==> src/sv/hsv2rgb_pkg.sv <==
package hsv2rgb_pkg;

  // Field widths.
  localparam int unsigned HueW    = 15;
  localparam int unsigned PctW    = 7;
  localparam int unsigned ChanW   = 8;
  localparam int unsigned FoldW   = 12;
  localparam int unsigned ProdW   = 14;
  localparam int unsigned NumW    = 26;
  localparam int unsigned ScaledW = 18;
  localparam int unsigned RecipW  = 19;

  // Percent ceiling and hue geometry (1/64 degree units).
  localparam logic [PctW-1:0] PctMax     = 7'd100;
  localparam logic [HueW-1:0] HueSector  = 15'd3840;
  localparam logic [HueW-1:0] HuePair    = 15'd7680;
  localparam logic [NumW-1:0] SectorMul  = 26'd3840;
  localparam logic [NumW-1:0] FullMul    = 26'd384000;

  // 255/38400000 = 17/(4096*625): multiply by 17, drop 12 bits,
  // then divide by 625 through a reciprocal exact for all scaled values.
  localparam int unsigned     PreShift   = 12;
  localparam logic [RecipW-1:0] Recip    = 19'd429497;
  localparam int unsigned     RecipShift = 28;
  localparam logic [ChanW-1:0] ChanMax   = 8'd255;

  typedef enum logic [2:0] {
    SEC_RED_YEL,
    SEC_YEL_GRN,
    SEC_GRN_CYN,
    SEC_CYN_BLU,
    SEC_BLU_MAG,
    SEC_MAG_RED
  } sector_t;

  typedef struct packed {
    sector_t          sector;
    logic [FoldW-1:0] fold;
    logic [PctW-1:0]  sat;
    logic [PctW-1:0]  val;
  } prep_t;

  typedef struct packed {
    logic [ScaledW-1:0] r;
    logic [ScaledW-1:0] g;
    logic [ScaledW-1:0] b;
  } scaled_t;

  // floor(17 * num / 4096)
  function automatic logic [ScaledW-1:0] pre_scale(input logic [NumW-1:0] num);
    logic [NumW+4:0] p;
    p = {num, 4'b0000} + (NumW+5)'(num);
    return p[ScaledW+PreShift-1:PreShift];
  endfunction

endpackage

==> src/sv/hsv_to_rgb_converter.sv <==
// Pipeline: a request reaches the outputs through 5 register stages.
// Throughput: one request per cycle unless the output stalls; each stage moves on whenever
// the next has room, so a stalled output backs up the pipe one stage at a time without loss.
// Reset: synchronous rst clears every valid bit; payload registers keep stale data.
// No clearing pass: the block takes requests in the first cycle after reset.
module hsv_to_rgb_converter import hsv2rgb_pkg::*; (
  input  logic             clk,
  input  logic             rst,
  input  logic             in_valid,
  output logic             in_ready,
  input  logic [HueW-1:0]  hue,
  input  logic [PctW-1:0]  saturation,
  input  logic [PctW-1:0]  brightness,
  output logic             out_valid,
  input  logic             out_ready,
  output logic [ChanW-1:0] red,
  output logic [ChanW-1:0] green,
  output logic [ChanW-1:0] blue
);

  logic    prep_valid;
  logic    prep_ready;
  prep_t   prep_data;
  logic    mix_valid;
  logic    mix_ready;
  scaled_t mix_data;

  // Clamp, sector and hue fold.
  hsv2rgb_prep u_prep (
    .clk        (clk),
    .rst        (rst),
    .in_valid   (in_valid),
    .in_ready   (in_ready),
    .hue        (hue),
    .saturation (saturation),
    .brightness (brightness),
    .out_valid  (prep_valid),
    .out_ready  (prep_ready),
    .out_data   (prep_data)
  );

  // Channel numerators and prescale.
  hsv2rgb_mix u_mix (
    .clk       (clk),
    .rst       (rst),
    .in_valid  (prep_valid),
    .in_ready  (prep_ready),
    .in_data   (prep_data),
    .out_valid (mix_valid),
    .out_ready (mix_ready),
    .out_data  (mix_data)
  );

  // Final divide and output register.
  hsv2rgb_scale u_scale (
    .clk       (clk),
    .rst       (rst),
    .in_valid  (mix_valid),
    .in_ready  (mix_ready),
    .in_data   (mix_data),
    .out_valid (out_valid),
    .out_ready (out_ready),
    .red       (red),
    .green     (green),
    .blue      (blue)
  );

endmodule

==> src/sv/hsv2rgb_prep.sv <==
module hsv2rgb_prep import hsv2rgb_pkg::*; (
  input  logic            clk,
  input  logic            rst,
  input  logic            in_valid,
  output logic            in_ready,
  input  logic [HueW-1:0] hue,
  input  logic [PctW-1:0] saturation,
  input  logic [PctW-1:0] brightness,
  output logic            out_valid,
  input  logic            out_ready,
  output prep_t           out_data
);

  localparam logic [HueW-1:0] Edge2 = HueW'(HueSector * 2);
  localparam logic [HueW-1:0] Edge3 = HueW'(HueSector * 3);
  localparam logic [HueW-1:0] Edge4 = HueW'(HueSector * 4);
  localparam logic [HueW-1:0] Edge5 = HueW'(HueSector * 5);
  localparam logic [HueW-1:0] Pair2 = HueW'(HuePair * 2);
  localparam logic [HueW-1:0] Pair3 = HueW'(HuePair * 3);
  localparam logic [HueW-1:0] Pair4 = HueW'(HuePair * 4);

  logic [HueW-1:0] t;
  logic [HueW-1:0] fold_wide;
  prep_t           data_next;

  // Clamp percentages, pick the sector, fold hue into the 0..3840 ramp.
  always_comb begin
    data_next.sat = (saturation > PctMax) ? PctMax : saturation;
    data_next.val = (brightness > PctMax) ? PctMax : brightness;

    if (hue < HueSector) begin
      data_next.sector = SEC_RED_YEL;
    end else if (hue < Edge2) begin
      data_next.sector = SEC_YEL_GRN;
    end else if (hue < Edge3) begin
      data_next.sector = SEC_GRN_CYN;
    end else if (hue < Edge4) begin
      data_next.sector = SEC_CYN_BLU;
    end else if (hue < Edge5) begin
      data_next.sector = SEC_BLU_MAG;
    end else begin
      data_next.sector = SEC_MAG_RED;
    end

    if (hue >= Pair4) begin
      t = hue - Pair4;
    end else if (hue >= Pair3) begin
      t = hue - Pair3;
    end else if (hue >= Pair2) begin
      t = hue - Pair2;
    end else if (hue >= HuePair) begin
      t = hue - HuePair;
    end else begin
      t = hue;
    end

    fold_wide = (t >= HueSector) ? (HuePair - t) : t;
    data_next.fold = fold_wide[FoldW-1:0];
  end

  assign in_ready = !out_valid || out_ready;

  // Advance the stage when downstream can take it.
  always_ff @(posedge clk) begin
    if (rst) begin
      out_valid <= 1'b0;
    end else if (in_ready) begin
      out_valid <= in_valid;
    end
  end

  always_ff @(posedge clk) begin
    if (in_valid && in_ready) begin
      out_data <= data_next;
    end
  end

endmodule

==> src/sv/hsv2rgb_mix.sv <==
module hsv2rgb_mix import hsv2rgb_pkg::*; (
  input  logic    clk,
  input  logic    rst,
  input  logic    in_valid,
  output logic    in_ready,
  input  prep_t   in_data,
  output logic    out_valid,
  input  logic    out_ready,
  output scaled_t out_data
);

  // Stage A registers
  logic             va;
  logic [ProdW-1:0] sv_a;
  logic [ProdW-1:0] vm_a;
  logic [PctW-1:0]  val_a;
  logic [FoldW-1:0] fold_a;
  sector_t          sector_a;

  // Stage B registers
  logic            vb;
  logic [NumW-1:0] xs_b;
  logic [NumW-1:0] mm_b;
  logic [NumW-1:0] cm_b;
  sector_t         sector_b;

  logic rdy_a;
  logic rdy_b;
  logic rdy_c;

  logic [PctW-1:0] sat_inv;
  logic [NumW-1:0] xm;
  logic [NumW-1:0] num_r;
  logic [NumW-1:0] num_g;
  logic [NumW-1:0] num_b;
  scaled_t         data_next;

  assign rdy_c    = !out_valid || out_ready;
  assign rdy_b    = !vb || rdy_c;
  assign rdy_a    = !va || rdy_b;
  assign in_ready = rdy_a;

  assign sat_inv = PctMax - in_data.sat;

  // Advance valid bits.
  always_ff @(posedge clk) begin
    if (rst) begin
      va        <= 1'b0;
      vb        <= 1'b0;
      out_valid <= 1'b0;
    end else begin
      if (rdy_a) begin
        va <= in_valid;
      end
      if (rdy_b) begin
        vb <= va;
      end
      if (rdy_c) begin
        out_valid <= vb;
      end
    end
  end

  // Stage A: s*v and v*(100-s).
  always_ff @(posedge clk) begin
    if (in_valid && rdy_a) begin
      sv_a     <= ProdW'(in_data.sat) * ProdW'(in_data.val);
      vm_a     <= ProdW'(in_data.val) * ProdW'(sat_inv);
      val_a    <= in_data.val;
      fold_a   <= in_data.fold;
      sector_a <= in_data.sector;
    end
  end

  // Stage B: ramp product, offset m and peak C+m over the common denominator.
  always_ff @(posedge clk) begin
    if (va && rdy_b) begin
      xs_b     <= NumW'(sv_a) * NumW'(fold_a);
      mm_b     <= NumW'(vm_a) * SectorMul;
      cm_b     <= NumW'(val_a) * FullMul;
      sector_b <= sector_a;
    end
  end

  // Stage C: route per sector and prescale.
  always_comb begin
    xm = xs_b + mm_b;
    case (sector_b)
      SEC_RED_YEL: begin num_r = cm_b; num_g = xm;   num_b = mm_b; end
      SEC_YEL_GRN: begin num_r = xm;   num_g = cm_b; num_b = mm_b; end
      SEC_GRN_CYN: begin num_r = mm_b; num_g = cm_b; num_b = xm;   end
      SEC_CYN_BLU: begin num_r = mm_b; num_g = xm;   num_b = cm_b; end
      SEC_BLU_MAG: begin num_r = xm;   num_g = mm_b; num_b = cm_b; end
      default:     begin num_r = cm_b; num_g = mm_b; num_b = xm;   end
    endcase
    data_next.r = pre_scale(num_r);
    data_next.g = pre_scale(num_g);
    data_next.b = pre_scale(num_b);
  end

  always_ff @(posedge clk) begin
    if (vb && rdy_c) begin
      out_data <= data_next;
    end
  end

endmodule

==> src/sv/hsv2rgb_scale.sv <==
module hsv2rgb_scale import hsv2rgb_pkg::*; (
  input  logic             clk,
  input  logic             rst,
  input  logic             in_valid,
  output logic             in_ready,
  input  scaled_t          in_data,
  output logic             out_valid,
  input  logic             out_ready,
  output logic [ChanW-1:0] red,
  output logic [ChanW-1:0] green,
  output logic [ChanW-1:0] blue
);

  localparam int unsigned MulW = ScaledW + RecipW;
  localparam int unsigned QW   = MulW - RecipShift;

  logic [MulW-1:0] prod_r;
  logic [MulW-1:0] prod_g;
  logic [MulW-1:0] prod_b;
  logic [QW-1:0]   q_r;
  logic [QW-1:0]   q_g;
  logic [QW-1:0]   q_b;

  // Divide by 625 through the reciprocal, saturate to a byte.
  assign prod_r = MulW'(in_data.r) * MulW'(Recip);
  assign prod_g = MulW'(in_data.g) * MulW'(Recip);
  assign prod_b = MulW'(in_data.b) * MulW'(Recip);
  assign q_r    = prod_r[MulW-1:RecipShift];
  assign q_g    = prod_g[MulW-1:RecipShift];
  assign q_b    = prod_b[MulW-1:RecipShift];

  assign in_ready = !out_valid || out_ready;

  always_ff @(posedge clk) begin
    if (rst) begin
      out_valid <= 1'b0;
    end else if (in_ready) begin
      out_valid <= in_valid;
    end
  end

  // Hold the result until it is taken.
  always_ff @(posedge clk) begin
    if (in_valid && in_ready) begin
      red   <= (q_r > QW'(ChanMax)) ? ChanMax : q_r[ChanW-1:0];
      green <= (q_g > QW'(ChanMax)) ? ChanMax : q_g[ChanW-1:0];
      blue  <= (q_b > QW'(ChanMax)) ? ChanMax : q_b[ChanW-1:0];
    end
  end

endmodule

==> config.mk <==
export PLATFORM = sky130hd
export DESIGN_NAME = hsv_to_rgb_converter
export DESIGN_NICKNAME = d
export VERILOG_FILES = /design/src/sv/hsv2rgb_pkg.sv /design/src/sv/hsv_to_rgb_converter.sv /design/src/sv/hsv2rgb_prep.sv /design/src/sv/hsv2rgb_mix.sv /design/src/sv/hsv2rgb_scale.sv
export SDC_FILE = /design/constraint.sdc
export NUM_CORES = 2
export LEC_CHECK = 0
export ABC_AREA = 1
export BUFFER_PORTS_ARGS = -buffer_cell sky130_fd_sc_hd__buf_2
export CAP_MARGIN = 0
export CORE_MARGIN = 1
export CORE_UTILIZATION = 45
export CTS_BUF_LIST = sky130_fd_sc_hd__clkbuf_2 sky130_fd_sc_hd__clkbuf_4 sky130_fd_sc_hd__clkbuf_8
export CTS_CLUSTER_SIZE = 8
export DETAILED_ROUTE_END_ITERATION = 10
export MAX_ROUTING_LAYER = met4
export RECOVER_POWER = 100
export SLEW_MARGIN = 0
export SYNTH_ARGS = -nofsm -noshare
export SYNTH_HDL_FRONTEND = slang
export SYNTH_HIERARCHICAL = 1
export SYNTH_SLANG_ARGS = --single-unit
==> constraint.sdc <==
create_clock -name clk -period 5.6 [get_ports clk]
set_clock_uncertainty 0.15 [all_clocks]
set_input_delay 0.56 -clock clk [delete_from_list [all_inputs] [get_ports clk]]
set_output_delay 0.56 -clock clk [all_outputs]
set_load 0.01 [all_outputs]
* Word-level counts from Yosys, hierarchy flattened
Index checks and enable logic that the tools add are counted.
** Storage, ports and cells
- Bits in latches :: 0
- RAM bits :: 0
- Memories kept :: 0
- Word-level logic and storage cells :: 99
- Input port bits :: 33
- Register bits after elaboration :: 225
- ROM bits :: 0
** Cells by class
- Bitwise operators :: 0
- Shift operators :: 0
- Magnitude comparators :: 15
- Div/mod/pow operators :: 0
- Equality and inequality tests :: 4
- Reduce and logical (&&, ||, !) cells :: 24
- Muxes and demuxes :: 12
- $add $sub $neg :: 10
- Multipliers :: 8
** Operator list (number)
- one-hot mux 26 bit (2 select lines) :: 3
- multiplier 18 x 19 -> 37 bit (second input constant) :: 3
- adder 30 x 26 -> 30 bit :: 3
- two-way mux 15 bit :: 4
- >= comparator 15 bit (second input constant) :: 2
- less-than comparator 15 x 14 -> 1 bit (second input constant) :: 2
- subtractor 15 bit (second input constant) :: 2
- multiplier 7 x 7 -> 14 bit :: 2
- > comparator 9 x 8 -> 1 bit (second input constant) :: 3
- adder 26 bit :: 1
- multiplier 14 x 12 -> 26 bit :: 1
- multiplier 14 x 4 -> 18 bit (second input constant) :: 1
- multiplier 7 x 9 -> 16 bit (second input constant) :: 1
- >= comparator 15 x 12 -> 1 bit (second input constant) :: 1
- >= comparator 15 x 13 -> 1 bit (second input constant) :: 1
- >= comparator 15 x 14 -> 1 bit (second input constant) :: 1
- less-than comparator 15 x 12 -> 1 bit (second input constant) :: 1
- less-than comparator 15 x 13 -> 1 bit (second input constant) :: 1
- less-than comparator 15 bit (second input constant) :: 1
- subtractor 15 x 13 -> 15 bit (second input constant) :: 1
- subtractor 15 x 14 -> 15 bit (second input constant) :: 1
- > comparator 7 bit (second input constant) :: 2
- OR reduction 2 bit :: 7
- two-way mux 12 bit :: 1
- other kinds (12) :: 27

* Depth between registers and ports, before layout
- Word-level depth :: 7
- Depth in mapped cells :: 27
- Mapped depth without buffers :: 27

* Modules after synthesis
The synthesis kept the hierarchy.
** Modules (own cells, without submodules)
- hsv2rgb_mix :: seq. area each 5044.8 um2, instances 1, area an instance 22256.3 um2, cells an instance 2775
- hsv2rgb_scale :: seq. area each 740.7 um2, instances 1, area an instance 21065.2 um2, cells an instance 2589
- hsv2rgb_prep :: seq. area each 890.9 um2, instances 1, area an instance 2134.5 um2, cells an instance 284

* Worst setup path before layout
No wires, ideal clock.
- Kind :: flip-flop to flip-flop
- From :: register u_prep/out_data[7] (netlist bit)
- To :: register u_mix.vm_a[13], data pin
- Data arrival time :: 5096 ps
- Buffers on the path :: 1
- Slack :: 101 ps
- Cell stages (with the launch flop) :: 28
- Period minus slack after synthesis :: 5499 ps
- Required time :: 5198 ps
- Path through :: edfxtp_1 > clkbuf_1 > inv_1 > ha_1 > or2_2 > nand3_1 > nand2_1 > xnor2_1 > inv_1 > nand2_1 > fa_1 > fa_1 > inv_1 > fa_1 > inv_1 > fa_1 > inv_1 > ha_1 > a21oi_1 > o21ai_0 > a21oi_1 > o21ai_0 > nand2_1 > nand2_1 > a21oi_1 > inv_1 > nand2_1 > nand2_1
** Between the ends
- Word-level cells in the longest chain between the ends :: 2
** Ends and longest elaborated chain
- from (decl) :: line hsv2rgb_prep.sv:11 : output prep_t out_data
- from (signal assigned) :: line hsv2rgb_prep.sv:74 : out_data <= data_next;
- subtractor 7 bit :: line hsv2rgb_mix.sv:43 : assign sat_inv = PctMax - in_data.sat;
- multiplier 7 x 7 -> 14 bit :: line hsv2rgb_mix.sv:68 : vm_a <= ProdW'(in_data.val) * ProdW'(sat_inv);
- to (signal assigned) :: line hsv2rgb_mix.sv:68
- to (decl) :: line hsv2rgb_mix.sv:15 : logic [ProdW-1:0] vm_a;
No other way between the ends.
A chain may end at the register's enable or synchronous reset.

* Worst setup path after layout
- From :: register u_mix.sv_a[8]
- To :: register u_mix.xs_b[25], data pin
** Between the ends
- Word-level cells in the longest chain between the ends :: 1
** Ends and longest elaborated chain
- from (decl) :: line hsv2rgb_mix.sv:14 : logic [ProdW-1:0] sv_a;
- from (signal assigned) :: line hsv2rgb_mix.sv:67 : sv_a <= ProdW'(in_data.sat) * ProdW'(in_data.val);
- multiplier 14 x 12 -> 26 bit :: line hsv2rgb_mix.sv:78 : xs_b <= NumW'(sv_a) * NumW'(fold_a);
- to (signal assigned) :: line hsv2rgb_mix.sv:78
- to (decl) :: line hsv2rgb_mix.sv:22 : logic [NumW-1:0] xs_b;
No other way between the ends.

==> impl_metrics.tcl <==
set metrics [dict create \
    status "finished, violations left" \
    violations "capacitance limit, slew limit" \
    slowest_delay_ps 560 \
    setup_tns_ps 0 \
    fin_crit_ps 5373 \
    pin_count 59 \
    place_hpwl_um 97850 \
    dieArea_mm2 0.1023 \
    clock_latency_ps 710 \
    ctsRootBufferMaster "clkbuf_8" \
    numClockSinks 224 \
    ant_nets 0 \
    dieHeight_um 319.8 \
    min_path_type "primary input to register" \
    placedCellCount 7037 \
    relSlewSlack_pct -91.54 \
    antenna_found_initial 1 \
    hold_violations 0 \
    maxSlewViolCount 241 \
    reg2reg_depth 21 \
    cts_buffer_depth 3 \
    synth_async_sr_flop_share_pct 0 \
    portBuffers 58 \
    yosys_warnings 6 \
    htreeDepth 2 \
    gp_congestion 0.9537 \
    critPathLaunchType "register" \
    syn_nets 6997 \
    viasPerCell 4.889 \
    coreArea_mm2 0.1001 \
    num_vias 35110 \
    critPathKind "register to register" \
    syn2layout_area_growth_pct 8.693 \
    cts_tree "built" \
    first_global_vias 36240 \
    drv_cap 7 \
    period_share_pct 95.94 \
    fin_cells 7181 \
    post-route-drc-count 0 \
    netlist.area_leader.share_pct 26.16 \
    synth_seq_cells 224 \
    avgSynthCellArea_um2 8.048 \
    crit_slowest_cell "edfxtp_1" \
    synth_edf_count 219 \
    cts_made_buffers 46 \
    critPathMaxFanout 8 \
    wirelength_um 111800 \
    ys_seq_area_share_pct 14.69 \
    grt_pass1_wl_um 184700 \
    required_ps 5890 \
    yosysTopAreaCell "fa_1" \
    avgRoutedWirePerCell_um 15.57 \
    synth_ff_type "edfxtp_1" \
    holdPathStages 3 \
    clkTransAtPathRegs_ps 60 \
    endpoint_kind "register" \
    drt_iter0_drc 1853 \
    cp_cell_sequence "nand2_1 -> inv_1 -> fa_1 -> inv_1 -> fa_1 -> inv_1 -> fa_1 -> fa_1 -> inv_1 -> fa_1 -> inv_1 -> ha_1 -> a21oi_2 -> o21ai_0 -> a21oi_1 -> o21ai_1 -> buf_4 -> a21oi_4 -> o21ai_0 -> nand2_1 -> nand2_1" \
    row_count 116 \
    tightest_slew_ps 2873 \
    start_util_pct 45.39 \
    drive_gt1_share_pct 5.202 \
    crit_arrival_ps 5660 \
    grt_use_total_pct 23.12 \
    syn_inst 5648 \
    gr-total-overflow 0 \
    fmax_ghz 0.1861 \
    fp.dieW_um 319.8 \
    grt_max_degree 55 \
    synth.area.top_cells "fa_1 (26%), ha_1 (20%), edfxtp_1 (14%)" \
    syn_area_mm2 0.04546 \
    nets 7196 \
    setup-violations-final 0 \
    dr.pass1.iters 5 \
    rsz0062_at_grt "false" \
    synth_cell_types 55 \
]
==> worst paths after layout <==
kind	from	end	slack [ps]
setup / recovery	u_mix/sv_a[8]$_DFFE_PP_	u_mix/xs_b[25]$_DFFE_PP_	230
hold / removal	brightness[4]	u_prep/out_data[4]$_SDFFCE_PN0P_	80
setup reg to reg	u_mix/sv_a[8]$_DFFE_PP_	u_mix/xs_b[25]$_DFFE_PP_	230
hold reg to reg	u_prep/out_data[16]$_DFFE_PP_	u_mix/fold_a[2]$_DFFE_PP_	260
==> synthesized netlist by cell type, types with 18 or more instances <==
cell type / instances
a21o_1: 22
a21oi_1: 288
clkbuf_1: 52
edfxtp_1: 219
fa_1: 594
ha_1: 722
inv_1: 1440
nand2_1: 1223
nand2_2: 18
nand3_1: 178
nand4_1: 33
nor2_1: 357
nor3_1: 34
o21ai_0: 117
o21bai_1: 25
xnor2_1: 42
xor2_1: 99
==> timing repair <==
item                                    4_1_cts  5_1_grt
hold buffers                                 18        0
resized for setup                             0       27
setup buffers                                 0       42
endpoints found under the setup margin        0       35
hold endpoints to repair                     20        0
==> metal layers <==
metal / track usage (%) / wire, um / up-vias
li1: - / - / 17820
met1: 29.92 / 52410 / 16550
met2: 38.97 / 53050 / 592
met3: 2.356 / 3772 / 140
met4: 5.299 / 2583 / 0
met5: - / 0 / -
==> area by class of cell <==
class                   instances  area [um2]
clock buffers                  56       714.4
inverters                    1449        5440
clock inverters                27       356.6
repair buffers                216        1448
multi-input cells            3910       33150
diodes                          1       2.502
flip-flops and latches        224        6676
fillers                      9909       50740
well taps                    1298        1624
==> through the flow <==
step / hold WS (ps) / area (um2) / util [%] / setup WS, ps
after global routing: 45.84 / 49410 / 49.34 / 0.3686
after detailed placement: 254.5 / 47860 / 47.79 / 22.55
after global placement: 253.3 / 47860 / 47.79 / 178.2
after floorplan: 250.3 / 45460 / - / 101.3
final: 75.08 / 49410 / 49.34 / 227.4
after CTS: 3.425 / 49110 / 49.04 / 1.107
==> critical path: cells and delay by family, from the launching register on <==
| kind | cells | cell delay [ps] |
|---|---|---|
| AOI/OAI and AO/OA | 6 | 750 |
| and+or+nand+nor | 3 | 250 |
| buffers and inverters | 6 | 420 |
| adders and majority gates | 6 | 2940 |
| DFF | 1 | 560 |
==> cells by family (layout without fill, tap and decap cells) <==
logic type	Yosys count	in the layout	synth area share (%)
compound gates	549	549	6.928
xor+xnor	141	141	2.717
fa+ha+maj	1316	1316	46.03
buf+inv	1514	1748	12.59
flops	224	224	14.69
other cells	0	1	0
simple gates	1904	1904	17.04
==> placed cells by master (no fill, tap or decap), types with 13 or more instances in the layout <==
| master | n |
|---|---|
| inv_1 | 1441 |
| nand2_1 | 1226 |
| ha_1 | 715 |
| fa_1 | 594 |
| nor2_1 | 357 |
| a21oi_1 | 281 |
| edfxtp_1 | 219 |
| nand3_1 | 177 |
| buf_4 | 124 |
| o21ai_0 | 116 |
| xor2_1 | 99 |
| clkbuf_8 | 47 |
| clkbuf_1 | 45 |
| xnor2_1 | 41 |
| nor3_1 | 34 |
| nand4_1 | 33 |
| o21bai_1 | 25 |
| buf_2 | 23 |
| a21o_1 | 22 |
| dlygate4sd3_1 | 18 |
| a31oi_1 | 16 |
| o221ai_1 | 15 |
| nand2_2 | 14 |
| nor2_2 | 13 |
==> sequential cells by signal, indices dropped and copies added, names as in the netlist, 3 cells and up <==
name             cells
u_mix/out_data      54
u_prep/out_data     29
u_mix/xs_b          26
u_mix/mm_b          18
u_mix/cm_b          16
u_mix/sv_a          14
u_mix/vm_a          13
u_mix/fold_a        12
u_scale/blue         8
u_scale/green        8
u_scale/red          8
u_mix/val_a          7
u_mix/sector_a       3
u_mix/sector_b       3
Power is left out: the tool's default activity adds up to more than one toggle a clock period on the data nets, which glitch-free logic cannot reach.
